===== src/design/srps_pkg.sv =====
// Shared constants, queue entry type and SECDED encoder for the pulse serializer.
package srps_pkg;

  localparam int unsigned WORD_W       = 16;
  localparam int unsigned SAMPLE_W     = 7;
  localparam int unsigned TICK_W       = 16;
  localparam int unsigned COUNT_W      = 4;
  localparam int unsigned POS_W        = 4;
  localparam int unsigned CFG_INDEX_W  = 2;
  localparam int unsigned CFG_DATA_W   = 16;
  localparam int unsigned QUEUE_DEPTH_DEFAULT = 2;

  localparam logic [WORD_W-1:0] PREAMBLE = 16'hF000;

  localparam logic [TICK_W-1:0]  BIT_TIME_RESET     = 16'd84;
  localparam logic [TICK_W-1:0]  PACKET_GAP_RESET   = 16'd84;
  localparam logic [TICK_W-1:0]  LEAD_GAP_RESET     = 16'd10;
  localparam logic [COUNT_W-1:0] PACKET_COUNT_RESET = 4'd3;

  localparam logic [CFG_INDEX_W-1:0] REG_BIT_TIME     = 2'd0;
  localparam logic [CFG_INDEX_W-1:0] REG_PACKET_GAP   = 2'd1;
  localparam logic [CFG_INDEX_W-1:0] REG_LEAD_GAP     = 2'd2;
  localparam logic [CFG_INDEX_W-1:0] REG_PACKET_COUNT = 2'd3;

  typedef struct packed {
    logic              start;
    logic [WORD_W-1:0] code_word;
  } srps_entry_t;

  // Preamble, seven data bits, four Hamming check bits, overall parity last.
  function automatic logic [WORD_W-1:0] srps_encode(input logic [SAMPLE_W-1:0] s);
    logic [WORD_W-1:0] w;
    logic c4;
    logic c3;
    logic c2;
    logic c1;
    logic c0;
    w  = PREAMBLE | {4'b0000, s, 5'b00000};
    c4 = w[11] ^ w[10] ^ w[9];
    c3 = w[8] ^ w[7] ^ w[6];
    c2 = w[11] ^ w[10] ^ w[8] ^ w[7] ^ w[5];
    c1 = w[11] ^ w[9] ^ w[8] ^ w[6] ^ w[5];
    c0 = (^w[11:5]) ^ c4 ^ c3 ^ c2 ^ c1;
    return {w[15:5], c4, c3, c2, c1, c0};
  endfunction

endpackage


===== src/design/srps_front.sv =====
// Front end: accepts input transactions, classifies them and encodes start samples.
module srps_front (
  input  logic                           in_valid,
  output logic                           in_ready,
  input  logic                           operation,
  input  logic [srps_pkg::SAMPLE_W-1:0]  sample,
  output logic                           push_valid,
  input  logic                           push_ready,
  output srps_pkg::srps_entry_t          push_entry
);
  import srps_pkg::*;

  assign in_ready   = push_ready;
  assign push_valid = in_valid;

  always_comb begin
    push_entry.start     = operation;
    // tick transactions carry no word
    push_entry.code_word = operation ? srps_encode(sample) : '0;
  end

endmodule


===== src/design/srps_queue.sv =====
// Small FIFO that decouples the front end from the pulse engine.
module srps_queue #(
  parameter int unsigned DEPTH = srps_pkg::QUEUE_DEPTH_DEFAULT
) (
  input  logic                  clk,
  input  logic                  rst,
  input  logic                  push_valid,
  output logic                  push_ready,
  input  srps_pkg::srps_entry_t push_entry,
  output logic                  pop_valid,
  input  logic                  pop_ready,
  output srps_pkg::srps_entry_t pop_entry
);
  import srps_pkg::*;

  localparam int unsigned PTR_W = (DEPTH > 1) ? $clog2(DEPTH) : 1;
  localparam int unsigned CNT_W = $clog2(DEPTH + 1);
  localparam logic [PTR_W-1:0] LAST_PTR = PTR_W'(DEPTH - 1);
  localparam logic [CNT_W-1:0] FULL_CNT = CNT_W'(DEPTH);

  srps_entry_t      mem [DEPTH];
  logic [PTR_W-1:0] wr_ptr;
  logic [PTR_W-1:0] rd_ptr;
  logic [CNT_W-1:0] count;
  logic             do_push;
  logic             do_pop;

  assign push_ready = (count != FULL_CNT);
  assign pop_valid  = (count != '0);
  assign do_push    = push_valid && push_ready;
  assign do_pop     = pop_valid && pop_ready;
  assign pop_entry  = mem[rd_ptr];

  always_ff @(posedge clk) begin
    if (do_push) begin
      mem[wr_ptr] <= push_entry;
    end
  end

  always_ff @(posedge clk) begin
    if (rst) begin
      wr_ptr <= '0;
      rd_ptr <= '0;
      count  <= '0;
    end else begin
      if (do_push) begin
        wr_ptr <= (wr_ptr == LAST_PTR) ? '0 : wr_ptr + 1'b1;
      end
      if (do_pop) begin
        rd_ptr <= (rd_ptr == LAST_PTR) ? '0 : rd_ptr + 1'b1;
      end
      if (do_push && !do_pop) begin
        count <= count + 1'b1;
      end else if (do_pop && !do_push) begin
        count <= count - 1'b1;
      end
    end
  end

endmodule


===== src/design/srps_back.sv =====
// Pulse engine: configuration registers, phase sequencer and output register.
module srps_back (
  input  logic                             clk,
  input  logic                             rst,
  input  logic                             cfg_we,
  input  logic [srps_pkg::CFG_INDEX_W-1:0] cfg_index,
  input  logic [srps_pkg::CFG_DATA_W-1:0]  cfg_data,
  input  logic                             pop_valid,
  output logic                             pop_ready,
  input  srps_pkg::srps_entry_t            pop_entry,
  output logic                             out_valid,
  input  logic                             out_ready,
  output logic                             radio_level,
  output logic                             busy_res,
  output logic                             last_tick,
  output logic                             start_refused
);
  import srps_pkg::*;

  localparam logic [1:0] PH_LEAD = 2'd0;
  localparam logic [1:0] PH_BIT  = 2'd1;
  localparam logic [1:0] PH_LOW  = 2'd2;
  localparam logic [1:0] PH_GAP  = 2'd3;

  localparam logic [POS_W-1:0] POS_FIRST = '1;

  logic [TICK_W-1:0]  bit_time;
  logic [TICK_W-1:0]  packet_gap;
  logic [TICK_W-1:0]  lead_gap;
  logic [COUNT_W-1:0] packet_count;

  logic [WORD_W-1:0]  code_word,    code_word_next;
  logic [POS_W-1:0]   bit_position, bit_position_next;
  logic [COUNT_W-1:0] packets_sent, packets_sent_next;
  logic [1:0]         phase,        phase_next;
  logic [TICK_W-1:0]  phase_ticks,  phase_ticks_next;
  logic               active,       active_next;

  logic [TICK_W-1:0]  bt_eff;
  logic [COUNT_W-1:0] cnt_eff;
  logic [TICK_W-1:0]  cur_len;
  logic [TICK_W-1:0]  ticks_inc;
  logic [COUNT_W-1:0] sent_inc;
  logic [1:0]         restart_phase;
  logic               pop;
  logic               res_level;
  logic               res_busy;
  logic               res_last;
  logic               res_refused;

  always_ff @(posedge clk) begin
    if (rst) begin
      bit_time     <= BIT_TIME_RESET;
      packet_gap   <= PACKET_GAP_RESET;
      lead_gap     <= LEAD_GAP_RESET;
      packet_count <= PACKET_COUNT_RESET;
    end else if (cfg_we) begin
      unique case (cfg_index)
        REG_BIT_TIME:     bit_time     <= cfg_data;
        REG_PACKET_GAP:   packet_gap   <= cfg_data;
        REG_LEAD_GAP:     lead_gap     <= cfg_data;
        REG_PACKET_COUNT: packet_count <= cfg_data[COUNT_W-1:0];
      endcase
    end
  end

  assign bt_eff        = (bit_time == '0) ? TICK_W'(1) : bit_time;
  assign cnt_eff       = (packet_count == '0) ? COUNT_W'(1) : packet_count;
  assign restart_phase = (lead_gap == '0) ? PH_BIT : PH_LEAD;
  assign ticks_inc     = phase_ticks + 1'b1;
  assign sent_inc      = packets_sent + 1'b1;

  always_comb begin
    unique case (phase)
      PH_LEAD: cur_len = lead_gap;
      PH_BIT:  cur_len = bt_eff;
      PH_LOW:  cur_len = bt_eff;
      PH_GAP:  cur_len = packet_gap;
    endcase
  end

  // Advance when the output slot is free or being drained.
  assign pop_ready = !out_valid || out_ready;
  assign pop       = pop_valid && pop_ready;

  always_comb begin
    code_word_next    = code_word;
    bit_position_next = bit_position;
    packets_sent_next = packets_sent;
    phase_next        = phase;
    phase_ticks_next  = phase_ticks;
    active_next       = active;
    res_level         = 1'b0;
    res_busy          = 1'b0;
    res_last          = 1'b0;
    res_refused       = 1'b0;
    if (pop) begin
      if (pop_entry.start) begin
        res_busy = 1'b1;
        if (active) begin
          res_refused = 1'b1;
        end else begin
          code_word_next    = pop_entry.code_word;
          bit_position_next = POS_FIRST;
          packets_sent_next = '0;
          phase_next        = restart_phase;
          phase_ticks_next  = '0;
          active_next       = 1'b1;
        end
      end else if (active) begin
        res_busy = 1'b1;
        if (phase == PH_BIT) begin
          res_level = code_word[bit_position];
        end
        phase_ticks_next = ticks_inc;
        if (ticks_inc == '0 || ticks_inc >= cur_len) begin
          phase_ticks_next = '0;
          // Fold in the follow-on phases that have zero length.
          unique case (phase)
            PH_LEAD: phase_next = PH_BIT;
            PH_BIT:  phase_next = PH_LOW;
            PH_LOW: begin
              if (bit_position != '0) begin
                bit_position_next = bit_position - 1'b1;
                phase_next        = restart_phase;
              end else if (packet_gap != '0) begin
                phase_next = PH_GAP;
              end else begin
                packets_sent_next = sent_inc;
                bit_position_next = POS_FIRST;
                if (sent_inc >= cnt_eff) begin
                  active_next = 1'b0;
                  phase_next  = PH_LEAD;
                  res_last    = 1'b1;
                end else begin
                  phase_next = restart_phase;
                end
              end
            end
            PH_GAP: begin
              packets_sent_next = sent_inc;
              bit_position_next = POS_FIRST;
              if (sent_inc >= cnt_eff) begin
                active_next = 1'b0;
                phase_next  = PH_LEAD;
                res_last    = 1'b1;
              end else begin
                phase_next = restart_phase;
              end
            end
          endcase
        end
      end
    end
  end

  always_ff @(posedge clk) begin
    if (rst) begin
      code_word    <= '0;
      bit_position <= POS_FIRST;
      packets_sent <= '0;
      phase        <= PH_LEAD;
      phase_ticks  <= '0;
      active       <= 1'b0;
      out_valid    <= 1'b0;
    end else begin
      code_word    <= code_word_next;
      bit_position <= bit_position_next;
      packets_sent <= packets_sent_next;
      phase        <= phase_next;
      phase_ticks  <= phase_ticks_next;
      active       <= active_next;
      if (pop) begin
        out_valid <= 1'b1;
      end else if (out_ready) begin
        out_valid <= 1'b0;
      end
    end
  end

  always_ff @(posedge clk) begin
    if (pop) begin
      radio_level   <= res_level;
      busy_res      <= res_busy;
      last_tick     <= res_last;
      start_refused <= res_refused;
    end
  end

endmodule


===== src/design/secded_radio_pulse_serializer.sv =====
// Top level of the SECDED radio pulse serializer.
// One input transaction gives one result transaction. A start transaction encodes a
// 7-bit sample into a 16-bit word (four preamble ones, the data, four Hamming check
// bits, overall parity) and a tick transaction drives one line level. The front end
// encodes into a QUEUE_DEPTH-entry queue; the pulse engine takes one entry per clock
// cycle into its output register while that is empty or drained, so a new item can be
// taken every cycle unless the receiver stalls and the sustained rate is one item per
// cycle, set by the engine's phase step. Each input is registered in the queue, then
// in the output register. Write configuration only while the block is idle.
module secded_radio_pulse_serializer #(
  parameter int unsigned QUEUE_DEPTH = srps_pkg::QUEUE_DEPTH_DEFAULT
) (
  input  logic                             clk,
  input  logic                             rst,
  input  logic                             cfg_we,
  input  logic [srps_pkg::CFG_INDEX_W-1:0] cfg_index,
  input  logic [srps_pkg::CFG_DATA_W-1:0]  cfg_data,
  input  logic                             in_valid,
  output logic                             in_ready,
  input  logic                             operation,
  input  logic [srps_pkg::SAMPLE_W-1:0]    sample,
  output logic                             out_valid,
  input  logic                             out_ready,
  output logic                             radio_level,
  output logic                             busy_res,
  output logic                             last_tick,
  output logic                             start_refused
);
  import srps_pkg::*;

  logic        push_valid;
  logic        push_ready;
  srps_entry_t push_entry;
  logic        pop_valid;
  logic        pop_ready;
  srps_entry_t pop_entry;

  srps_front u_front (
    .in_valid   (in_valid),
    .in_ready   (in_ready),
    .operation  (operation),
    .sample     (sample),
    .push_valid (push_valid),
    .push_ready (push_ready),
    .push_entry (push_entry)
  );

  srps_queue #(
    .DEPTH (QUEUE_DEPTH)
  ) u_queue (
    .clk        (clk),
    .rst        (rst),
    .push_valid (push_valid),
    .push_ready (push_ready),
    .push_entry (push_entry),
    .pop_valid  (pop_valid),
    .pop_ready  (pop_ready),
    .pop_entry  (pop_entry)
  );

  srps_back u_back (
    .clk           (clk),
    .rst           (rst),
    .cfg_we        (cfg_we),
    .cfg_index     (cfg_index),
    .cfg_data      (cfg_data),
    .pop_valid     (pop_valid),
    .pop_ready     (pop_ready),
    .pop_entry     (pop_entry),
    .out_valid     (out_valid),
    .out_ready     (out_ready),
    .radio_level   (radio_level),
    .busy_res      (busy_res),
    .last_tick     (last_tick),
    .start_refused (start_refused)
  );

endmodule


===== config.mk =====
export PLATFORM = sky130hd
export DESIGN_NAME = secded_radio_pulse_serializer
export DESIGN_NICKNAME = d
export VERILOG_FILES = /design/src/design/srps_pkg.sv /design/src/design/srps_front.sv /design/src/design/srps_queue.sv /design/src/design/srps_back.sv /design/src/design/secded_radio_pulse_serializer.sv
export SDC_FILE = /design/constraint.sdc
export NUM_CORES = 1
export LEC_CHECK = 0
export BUFFER_PORTS_ARGS = -buffer_cell sky130_fd_sc_hd__buf_2
export CAP_MARGIN = 0
export CORE_MARGIN = 2
export CORE_UTILIZATION = 66
export CTS_BUF_LIST = sky130_fd_sc_hd__clkbuf_8 sky130_fd_sc_hd__clkbuf_16
export CTS_CLUSTER_DIAMETER = 60
export DETAILED_ROUTE_END_ITERATION = 6
export PLACE_DENSITY_LB_ADDON = 0.2
export SLEW_MARGIN = 5
export SYNTH_ARGS = -nofsm -noshare
export SYNTH_HDL_FRONTEND = slang
export SYNTH_SLANG_ARGS = --single-unit
export TNS_END_PERCENT = 30

===== constraint.sdc =====
create_clock -name clk -period 8.3 [get_ports clk]
set_clock_uncertainty 0.15 [all_clocks]
set_input_delay 0.415 -clock clk [delete_from_list [all_inputs] [get_ports clk]]
set_output_delay 0.415 -clock clk [all_outputs]
set_load 0.05 [all_outputs]

==> reports/qor.txt <==
====================================================================================
Router iterations before antenna repair ...............................            5
LEAKAGE ...............................................................     2.771 nW
Antenna diode count ...................................................            0
Synth Cell Area .......................................................    6601 um^2
CTS root buffer ....................................................... sky130_fd_sc_hd__clkbuf_8
Overall die width .....................................................     104.0 um
Flop pwr share ........................................................        39.3%
Total CTS buffers .....................................................           17
Detail-routed via count per cell ......................................        6.257
Count of standard-cell rows ...........................................           36
Part of the power in the clock network ................................        37.8%
HPWL after detailed placement .........................................     10860 um
Launch instance of the worst register-to-register path ................ u_back.phase[0]
Clock Sink Count ......................................................          128
Number of nets with antenna violations after routing ..................            0
Net Switching .........................................................    0.6524 mW
Post-cts repair resize count ..........................................            0
Total number of nets in the final design ..............................          828
Post-synth ARST share .................................................           0%
GRT Resource Usage Total ..............................................       30.81%
Instance area at placement ............................................    6753 um^2
Shortest period the worst path allows .................................     4.209 ns
Pre-CTS setup slack ...................................................     4.226 ns
Maximum count of clock buffers along a single path ....................            2
Upper clock frequency limit ...........................................    237.6 MHz
Routed wire length per instance .......................................     17.71 um
Placed instance count .................................................          870
Required @ worst endpoint .............................................      8.59 ns
Most frequently used cell type in the post-synthesis netlist .......... sky130_fd_sc_hd__nand2_1
Weighted congestion at the end of routability-driven global placement .       0.9105
Port Buffer Count .....................................................           36
Top cell family by delay on the critical path ......................... compound AO/OA/AOI/OAI gates
Endpoint with the worst hold slack .................................... u_back.bit_time[9]
Final cell utilization of the core ....................................       76.59%
Data arrival, critical path ...........................................      4.50 ns
Depth of the most critical reg-to-reg path ............................           13
Power density over the cells .......................................... 267.2 nW/um^2
Cell with the biggest individual delay on the critical path ........... sky130_fd_sc_hd__ha_1
Top cells by instance count after synthesis ........................... sky130_fd_sc_hd__nand2_1 (139), sky130_fd_sc_hd__dfxtp_1 (98), sky130_fd_sc_hd__a21oi_1 (78)
Initial core utilization ..............................................       67.85%
Wire length of the first global-routing pass ..........................     26680 um
Post-synth net total ..................................................          814
Worst hold path stage count ...........................................            3
Clock network latency to the later pin of the worst-skew pair .........      0.53 ns
Min-delay src .........................................................  cfg_data[9]
H-tree depth reported by CTS ..........................................            4
Detailed-route via count ..............................................         5706
Max transition margin .................................................       22.99%
Highest fanout seen on the critical path ..............................           21
Yosys warning count ...................................................            0
Total gr overflow .....................................................            0
Highest cell delay on the worst timing path ...........................      0.71 ns
Io pins ...............................................................           37
Slew of the pin with the lowest slew margin ...........................     1.151 ns
Cell Count, Final, Fillers Out ........................................          912
Maximum number of pins on one net before global-route repair ..........           90
Library cells used by synthesis .......................................           63
Total design power ....................................................     1.991 mW
Via count of the first global-routing pass ............................         5415
Post-route standard cell area excluding fillers .......................    7452 um^2
Post-synth EDFFs ......................................................           30
Total of max-cap violations ...........................................            0
Hold/Removal Path Class ............................................... primary input to flip-flop
Share of the synthesized area in the top cell type ....................       29.72%
Total length of routed wires ..........................................     16160 um
Endpoint of the worst register-to-register path ....................... u_back.phase_ticks[10]
Area added between synthesis and finish ...............................       12.89%
Final count of pins violating max slew ................................            0
Iter 0 DRT Violations .................................................          437
Residual DRC count ....................................................            0
Core outline area .....................................................    9729 um^2
Reg-to-reg slack, setup ...............................................      4.09 ns
DIE AREA ..............................................................   10820 um^2
Biggest area consumer among synthesized cells ......................... sky130_fd_sc_hd__dfxtp_1
TritonCTS clock tree ..................................................        built
Layout cells sized above 1 ............................................       11.68%
Number of post-CTS setup repair buffers ...............................            0
Prevailing post-synth register cell ................................... sky130_fd_sc_hd__dfxtp_1
Synth Instances .......................................................          752
Top cells by area in the synthesized netlist .......................... sky130_fd_sc_hd__dfxtp_1 (30%), sky130_fd_sc_hd__edfxtp_1 (14%), sky130_fd_sc_hd__nand2_1 (7.9%)
Clock-pin slew on the worst setup and hold paths ......................      0.06 ns
Post-route fraction of the period consumed by the critical path .......       50.71%
Initial antenna violation count .......................................            0
Yosys reg bits ........................................................          128
Final count of negative-setup-slack endpoints .........................            0
Per-instance average area after synthesis .............................   8.778 um^2
Critical path launch point type .......................................    flip-flop
Startpoint-to-endpoint class of the critical path ..................... flip-flop to flip-flop
Cell-by-cell listing of the critical path ............................. ha_1 -> a22oi_1 -> o21ai_0 -> ha_1 -> nand2b_1 -> a2111oi_0 -> a2111oi_0 -> nor3_1 -> o21ai_0 -> nor3_2 -> buf_4 -> nand4b_1 -> a31oi_1
Number of buffer and inverter stages on the critical path .............            1
Accumulated negative setup slack ......................................         0 ns
Run status ............................................................ finished, final reports clean
Hold-fix buffer count after cts .......................................           10
Worst slack on hold paths .............................................   0.01992 ns
IR drop worst, VDD ....................................................  0.0002080 V
Unrepaired setup endpoints after global routing .......................        false
Number of hold violations in the final report .........................            0
Die height ............................................................     104.0 um
Fillcell total ........................................................          668
Sw Ratio ..............................................................       32.76%
Kind of capture point of the worst setup path .........................    flip-flop
Int Pwr ...............................................................     1.339 mW
Fraction of power consumed by combinational cells .....................        23.0%
Share of the yosys chip area belonging to registers ...................       43.37%
Minimum setup slack in the final design ...............................     4.091 ns
====================================================================================
## cells by family (layout without fill, tap and decap cells)
family          Yosys count  in the layout  synth area share (%)
compound gates          151            151                 14.25
xor+xnor                 37             37                 4.909
fa+ha+maj                31             31                 5.876
buf+inv                  74            101                 4.549
flops                   128            128                 43.37
mux                      22             22                 4.094
simple gates            309            309                 22.95
## flip-flops by register name (all words and copies together) (netlist names), 4 cells and up, named ones only
signal               count
u_back.phase_ticks      16
u_queue.mem             26
u_back.packet_count      4
u_back.bit_position      4
u_back.code_word        13
u_back.bit_time         16
u_back.packets_sent      4
u_back.packet_gap       16
u_back.lead_gap         16
## per-layer routing
| layer | wire, um | vias up | GRT usage [%] |
|---|---|---|---|
| met1 | 7141 | 2758 | 41.55 |
| li1 | - | 2700 | - |
| met4 | 283 | 0 | 10.23 |
| met3 | 1141 | 31 | 6.516 |
| met5 | 0 | - | 0 |
| met2 | 7589 | 217 | 49.67 |
## worst reg2reg max path: stages, from the launching register on
cell and delay, ns:
sky130_fd_sc_hd__dfxtp_1 0.38, sky130_fd_sc_hd__ha_1 0.71, sky130_fd_sc_hd__a22oi_1 0.25, sky130_fd_sc_hd__o21ai_0 0.21, sky130_fd_sc_hd__ha_1 0.25, sky130_fd_sc_hd__nand2b_1 0.16, sky130_fd_sc_hd__a2111oi_0 0.46, sky130_fd_sc_hd__a2111oi_0 0.15
sky130_fd_sc_hd__nor3_1 0.21, sky130_fd_sc_hd__o21ai_0 0.21, sky130_fd_sc_hd__nor3_2 0.37, sky130_fd_sc_hd__buf_4 0.31, sky130_fd_sc_hd__nand4b_1 0.13, sky130_fd_sc_hd__a31oi_1 0.19
## placed cells by master, fill, tap and decap left out, drive strengths merged, types with 10 or more instances in the layout
cell	netlist	final
nand2	140	140
dfxtp	98	98
a21oi	78	78
nor2	47	47
buf	12	41
ha	31	31
nand3	31	31
edfxtp	30	30
xnor2	22	22
inv	17	20
mux2i	18	18
nor4	18	18
a211oi	17	17
clkbuf	44	17
a22oi	16	16
nor3	16	16
xor2	15	15
and2	13	13
nand4	13	13
o21ai	10	10
dlygate4sd3	0	10
## power by group through the flow
stage	registers, mW	logic (mW)	clock network, mW
2_1_floorplan	0.799	0.317	0
3_3_place_gp	0.789	0.428	0
3_5_place_dp	0.793	0.443	0
4_1_cts	0.781	0.451	0.755
5_1_grt	0.789	0.499	0.784
6_report	0.782	0.457	0.752
## how the worst max path moves through the flow
stage | depth (start not counted) | startpoint | slack (ns) | endpoint
floorplan | 15 | u_back.phase[0] | 4.69 | u_back.packets_sent[2]
global placement | 13 | u_back.phase[1] | 4.43 | u_back.phase_ticks[10]
detailed placement | 13 | u_back.phase[1] | 4.23 | u_back.phase_ticks[10]
CTS | 12 | u_back.phase[1] | 4.24 | u_back.packets_sent[2]
global route | 13 | u_back.phase[1] | 3.74 | u_back.phase_ticks[10]
finish | 13 | u_back.phase[0] | 4.09 | u_back.phase_ticks[10]
## cell type report
cell class	instances	area, um^2	share of cell area, %
sequential	128	2863	38.42
multi-input combinational	550	3438	46.14
timing repair buffer	51	317.8	4.265
inverter	18	67.56	0.9066
tap	133	166.4	2.233
clock inverter	15	185.2	2.485
clock buffer	17	414.1	5.557
(Power assumes the default switching activity.)
